## src/hw/rtl/ffsc_pkg.sv

```systemverilog
`default_nettype none
// ----------------------------------------------------------------------------
// ffsc_pkg
// Shared types and constants of the front-end frame sequence checker.
// ----------------------------------------------------------------------------
package ffsc_pkg;

    localparam int FRAME_COUNT_DEFAULT = 4;
    localparam int FRAME_INDEX_W       = 4;
    localparam int ADDR_W              = 3;
    localparam int DATA_W              = 32;

    typedef struct packed {
        logic       enable;
        logic [3:0] uncompressed_mode_code;
    } cfg_t;

    typedef struct packed {
        logic [2:0]        status;
        logic [7:0]        trigger_value;
        logic [3:0]        run_mode;
        logic signed [15:0] last_payload_length;
    } result_t;

endpackage
`default_nettype wire

```

## src/hw/rtl/ffsc_parser.sv

```systemverilog
`default_nettype none
// ----------------------------------------------------------------------------
// ffsc_parser
// Frame parser state machine: checks sync, trigger and mode of each frame,
// walks length, payload groups and trailer, and flags a result.
// ----------------------------------------------------------------------------
module ffsc_parser
#(
    parameter int FRAME_COUNT = ffsc_pkg::FRAME_COUNT_DEFAULT
)
(
    input  wire logic            clk,
    input  wire logic            rst_n,
    input  wire logic            step,
    input  wire logic [7:0]      data_byte,
    input  wire ffsc_pkg::cfg_t  cfg,
    output logic                 emit,
    output ffsc_pkg::result_t    result
);

    typedef enum logic [7:0] {
        PH_SYNC1 = 8'b0000_0001,
        PH_SYNC2 = 8'b0000_0010,
        PH_TRIG  = 8'b0000_0100,
        PH_MODE  = 8'b0000_1000,
        PH_LENH  = 8'b0001_0000,
        PH_LENL  = 8'b0010_0000,
        PH_PAY   = 8'b0100_0000,
        PH_TRAIL = 8'b1000_0000
    } phase_t;

    localparam logic [7:0]  SYNC_A     = 8'hEB;
    localparam logic [7:0]  SYNC_B     = 8'h90;
    localparam logic [15:0] LEN_OFFSET = 16'd6;
    localparam logic [1:0]  GROUP_UNC  = 2'd2;
    localparam logic [1:0]  GROUP_CMP  = 2'd3;
    localparam logic [1:0]  TRAIL_LAST = 2'd3;
    localparam logic [2:0]  ST_OK      = 3'd0;
    localparam logic [2:0]  ST_SYNC1   = 3'd1;
    localparam logic [2:0]  ST_SYNC2   = 3'd2;
    localparam logic [2:0]  ST_TRIG    = 3'd3;
    localparam logic [2:0]  ST_MODE    = 3'd4;
    localparam int          FI_W       = ffsc_pkg::FRAME_INDEX_W;
    localparam logic [FI_W:0] FRAME_LIMIT = (FI_W+1)'(FRAME_COUNT);

    phase_t            phase_reg,   phase_next;
    logic [FI_W-1:0]   frame_reg,   frame_next;
    logic [7:0]        trig_reg,    trig_next;
    logic [3:0]        mode_reg,    mode_next;
    logic [7:0]        lenh_reg,    lenh_next;
    logic [15:0]       remain_reg,  remain_next;
    logic [1:0]        group_reg,   group_next;
    logic [1:0]        trail_reg,   trail_next;
    logic [15:0]       len_reg,     len_next;

    logic [2:0]        status;
    logic [15:0]       len_calc;
    logic [1:0]        group_size;
    logic [1:0]        group_inc;
    logic [15:0]       remain_sub;
    logic [FI_W:0]     frame_inc;

    assign len_calc   = {lenh_reg, data_byte} - LEN_OFFSET;
    assign group_size = (mode_reg == cfg.uncompressed_mode_code) ? GROUP_UNC : GROUP_CMP;
    assign group_inc  = group_reg + 2'd1;
    assign remain_sub = (remain_reg > {14'd0, group_size}) ?
                        remain_reg - {14'd0, group_size} : 16'd0;
    assign frame_inc  = {1'b0, frame_reg} + {{FI_W{1'b0}}, 1'b1};

    always_comb
    begin
        phase_next  = phase_reg;
        frame_next  = frame_reg;
        trig_next   = trig_reg;
        mode_next   = mode_reg;
        lenh_next   = lenh_reg;
        remain_next = remain_reg;
        group_next  = group_reg;
        trail_next  = trail_reg;
        len_next    = len_reg;
        emit        = 1'b0;
        status      = ST_OK;

        if (step)
        begin
            unique case (phase_reg)
                PH_SYNC1:
                begin
                    if (data_byte != SYNC_A)
                    begin
                        emit   = 1'b1;
                        status = ST_SYNC1;
                    end
                    else
                        phase_next = PH_SYNC2;
                end
                PH_SYNC2:
                begin
                    if (data_byte != SYNC_B)
                    begin
                        emit   = 1'b1;
                        status = ST_SYNC2;
                    end
                    else
                        phase_next = PH_TRIG;
                end
                PH_TRIG:
                begin
                    if (frame_reg == '0)
                    begin
                        trig_next  = data_byte;
                        phase_next = PH_MODE;
                    end
                    else if (trig_reg != data_byte)
                    begin
                        emit   = 1'b1;
                        status = ST_TRIG;
                    end
                    else
                        phase_next = PH_MODE;
                end
                PH_MODE:
                begin
                    if (frame_reg == '0)
                    begin
                        mode_next  = data_byte[7:4];
                        phase_next = PH_LENH;
                    end
                    else if (mode_reg != data_byte[7:4])
                    begin
                        emit   = 1'b1;
                        status = ST_MODE;
                    end
                    else
                        phase_next = PH_LENH;
                end
                PH_LENH:
                begin
                    lenh_next  = data_byte;
                    phase_next = PH_LENL;
                end
                PH_LENL:
                begin
                    len_next   = len_calc;
                    group_next = 2'd0;
                    trail_next = 2'd0;
                    if ((len_calc == 16'd0) || len_calc[15])
                    begin
                        remain_next = 16'd0;
                        phase_next  = PH_TRAIL;
                    end
                    else
                    begin
                        remain_next = len_calc;
                        phase_next  = PH_PAY;
                    end
                end
                PH_PAY:
                begin
                    if (group_inc >= group_size)
                    begin
                        group_next  = 2'd0;
                        remain_next = remain_sub;
                        if (remain_sub == 16'd0)
                        begin
                            trail_next = 2'd0;
                            phase_next = PH_TRAIL;
                        end
                    end
                    else
                        group_next = group_inc;
                end
                PH_TRAIL:
                begin
                    if (trail_reg < TRAIL_LAST)
                        trail_next = trail_reg + 2'd1;
                    else
                    begin
                        trail_next = 2'd0;
                        if (frame_inc >= FRAME_LIMIT)
                        begin
                            emit   = 1'b1;
                            status = ST_OK;
                        end
                        else
                        begin
                            frame_next = frame_inc[FI_W-1:0];
                            phase_next = PH_SYNC1;
                        end
                    end
                end
                default:
                    phase_next = PH_SYNC1;
            endcase

            if (emit)
            begin
                phase_next  = PH_SYNC1;
                frame_next  = '0;
                group_next  = 2'd0;
                trail_next  = 2'd0;
                remain_next = 16'd0;
            end
        end
    end

    always_ff @(posedge clk or negedge rst_n)
    begin
        if (!rst_n)
        begin
            phase_reg  <= PH_SYNC1;
            frame_reg  <= '0;
            trig_reg   <= 8'd0;
            mode_reg   <= 4'd0;
            lenh_reg   <= 8'd0;
            remain_reg <= 16'd0;
            group_reg  <= 2'd0;
            trail_reg  <= 2'd0;
            len_reg    <= 16'd0;
        end
        else
        begin
            phase_reg  <= phase_next;
            frame_reg  <= frame_next;
            trig_reg   <= trig_next;
            mode_reg   <= mode_next;
            lenh_reg   <= lenh_next;
            remain_reg <= remain_next;
            group_reg  <= group_next;
            trail_reg  <= trail_next;
            len_reg    <= len_next;
        end
    end

    assign result.status              = status;
    assign result.trigger_value       = trig_reg;
    assign result.run_mode            = mode_reg;
    assign result.last_payload_length = len_reg;

endmodule
`default_nettype wire

```

## config.mk

```make
export PLATFORM = sky130hd
export DESIGN_NAME = ffsc_parser
export DESIGN_NICKNAME = d
export VERILOG_FILES = /design/src/hw/rtl/ffsc_pkg.sv /design/src/hw/rtl/ffsc_parser.sv
export SDC_FILE = /design/constraint.sdc
export NUM_CORES = 1
export LEC_CHECK = 0
export BUFFER_PORTS_ARGS = -buffer_cell sky130_fd_sc_hd__buf_4
export CORE_ASPECT_RATIO = 2
export CORE_MARGIN = 5
export CORE_UTILIZATION = 53
export DETAILED_ROUTE_END_ITERATION = 10
export HOLD_SLACK_MARGIN = 0.15
export PLACE_DENSITY_LB_ADDON = 0.15
export SYNTH_ARGS = -nofsm -noshare
export SYNTH_HDL_FRONTEND = slang
export SYNTH_SLANG_ARGS = --single-unit
```

## constraint.sdc

```tcl
create_clock -name clk -period 2.6 [get_ports clk]
set_input_delay 0.52 -clock clk [delete_from_list [all_inputs] [get_ports clk]]
set_output_delay 0.52 -clock clk [all_outputs]
set_load 0.02 [all_outputs]
```

==> impl_metrics.ini <==
[logic_synthesis]
synth_flop_cell = dfrtp_1
synthTopCellsByArea = dfrtp_1, mux2_2, nor2_1, xor2_1, nand2_1
synth_top_area_share = 0.388
ys_ff_latch = 68
postSynthCellCount = 457
yosysSeqAreaShare = 0.394
ys_types = 64
synth_area_mm2 = 0.00432
async_flop_share = 1.00
synth_top_area_cell = dfrtp_1
syn_area_per_cell_um2 = 9.45
ys_warn_count = 0
synth_edf_count = 0
synth_fp_nets = 482

[place]
postPlaceCellArea_mm2 = 0.00535
pre_cts_ws_ns = -0.482
dpl.hpwl_um = 9790
place_inst = 658
gp_congestion = 0.989
port_buffers = 46

[power]
clkPwrFrac = 0.266
pwr-share-seq = 0.294
p_int_uw = 2900
switching_share = 0.363
irDropWorstVdd_mv = 0.784
power-per-cell-area_mw_per_mm2 = 751
power_leakage_uw = 0.00275
switchingPower_uw = 1650
share_comb_of_total_power = 0.440

[cells_and_area]
multiInputGateArea_mm2 = 0.00278
layout-drive-gt1-share = 0.447
design_area_mm2 = 0.00606
final_common_cell = buf_4
seq_area_mm2 = 0.00171
final_nets = 614
fin_cells = 689
fill_cells = 554
area_delta_synth_final_pct = 40.2
antenna_cells = 0
layout_common_cells = buf_4, dfrtp_1, nand2_1

[critical_path]
rrSetupSlack_ns = -0.28
cp_slowest_cell = dfrtp_2
cp.required_ns = 2.81
cpLargestDelayFamily = simple AND/OR/NAND/NOR gates
path_cells = xnor2_2 -> nand4_1 -> ha_2 -> inv_2 -> ha_4 -> nor2_4 -> nand2_1 -> or4_4 -> a2111oi_4 -> a31o_4 -> o211ai_4 -> mux2_4
setup.worst_path.end_class = flip-flop
crit_fanout = 6
path_buf_inv = 1
critPathKind = reg -> reg
cp.arrival_ns = 3.09
slowest_delay_ns = 0.43
worstSetupStartpointType = flip-flop

[route]
wirelength_um = 13600
wl_per_cell_um = 19.8
drc = 0
ant_nets = 0
drt_iter0_drc = 361
first_pass_iters = 5
vias_per_cell = 6.08
route.vias.total = 4189

[floorplanning]
num_io_pins = 48
fp-row-count = 46
dieArea_mm2 = 0.0102
placeableCoreArea_mm2 = 0.00794
die_w_um = 73.8
die_h_um = 138
start_util = 0.544

[outcome]
status = finished with violations
violations = negative setup slack

[grt]
antenna_found_initial = 0
grt_pass1_wl_um = 21100
grt_usage = 0.274
grt_max_degree = 69
grt_overflow_total = 0
grt_pass1_vias = 4356

[sta]
skew_ns = 0.00519
drv_slew = 0
fin_crit_ns = 2.88
slew_headroom = 0.427
fmax_mhz = 347
setup_slack_ns = -0.278
setup_viol = 16
tightestPinTransition_ns = 0.860
fin_tns_setup_ns = -2.74
finalCritPeriodShare = 1.11
hold_viol = 0
grt_setup_unrepaired = yes

[job]
max-cap-violations = 0

[clocking]
htreeDepth = 3
cts_root_buffer = clkbuf_16
clock-sinks = 68
path_clk_slew_ns = 0.06
cts_tree = done
clock_latency_ns = 0.33
cts-hold-fix-buffers = 0
numCtsBuffers = 9
clock_path_buffers = 2

[min_path]
worstHoldPathType = in -> async
[power by group through the flow]
stage          clock network (uW)  logic (uW)  registers (uW)
6_report                     1210        2000            1340
5_1_grt                      1280        2140            1350
4_1_cts                      1220        1700            1320
3_5_place_dp                    0        1610            1340
3_3_place_gp                    0        1590            1330
2_1_floorplan                   0         909            1340
[per-layer routing]
| layer | share of wire | track usage | vias to the layer above |
|---|---|---|---|
| li1 | - | - | 1917 |
| met2 | 0.54 | 0.485 | 170 |
| met4 | 0.077 | 0.197 | 0 |
| met5 | 0 | 0 | - |
| met1 | 0.34 | 0.276 | 2027 |
| met3 | 0.042 | 0.0497 | 75 |
[what timing repair did]
item	in CTS	in global routing
setup endpoints to repair	19	30
buffers inserted	7	9
resized for setup	13	54
gates cloned	0	0
pin swaps	9	27
[cell families after synthesis]
logic type / synth area share
AOI/OAI and AO/OA: 0.149
muxes: 0.0756
buffers and inverters: 0.0385
DFF: 0.394
xor gates and xnor gates: 0.0791
adders and majority gates: 0.0261
and+or+nand+nor: 0.237
[synthesized netlist by cell type (all sizes together) (3+ instances only)]
cell     n
dfrtp   67
mux2    29
nor2    49
xor2    21
o32ai    3
nand4    5
ha       9
nor4b    3
o211ai   3
and2     7
nand3   15
nand2b   6
and4b    3
a21o     3
a211oi   5
nand4b   6
a22o     4
inv     12
nor3    15
buf     11
clkbuf  10
nand2   48
or3      8
a21oi   11
nor4    15
o22ai    7
xnor2   18
o21ai   30
nor2b    5
[cell type report]
class                   instances  share of cell area
flip-flops and latches         68               0.282
repair buffers                142               0.183
multi-input cells             356               0.459
inverters                      12             0.00744
clock buffers                  11              0.0401
well taps                      96              0.0198
clock inverters                 4             0.00826
[path summary, 6_finish.rpt]
kind                              start       endpoint  depth (start not counted)
setup / recovery            mode_reg[0]   phase_reg[3]                         12
hold / removal                    rst_n  remain_reg[9]                          1
setup reg to reg            mode_reg[0]   phase_reg[3]                         12
hold reg to reg             len_reg[10]    len_reg[10]                          2
max in group asynchronous         rst_n    mode_reg[2]                          1
min in group clk           data_byte[7]    trig_reg[7]                          2
[metrics by stage]
step | power, uW | utilization | hold WS, ns
final | 4550 | 0.762 | 0.298
after global routing | 4770 | 0.762 | 0.376
after CTS | 4240 | 0.724 | 0.334
after detailed placement | 2950 | 0.674 | 0.474
after global placement | 2920 | 0.674 | 0.463
after floorplan | 2250 | - | 0.224
Note: power is estimated with default switching activity, not from simulation.
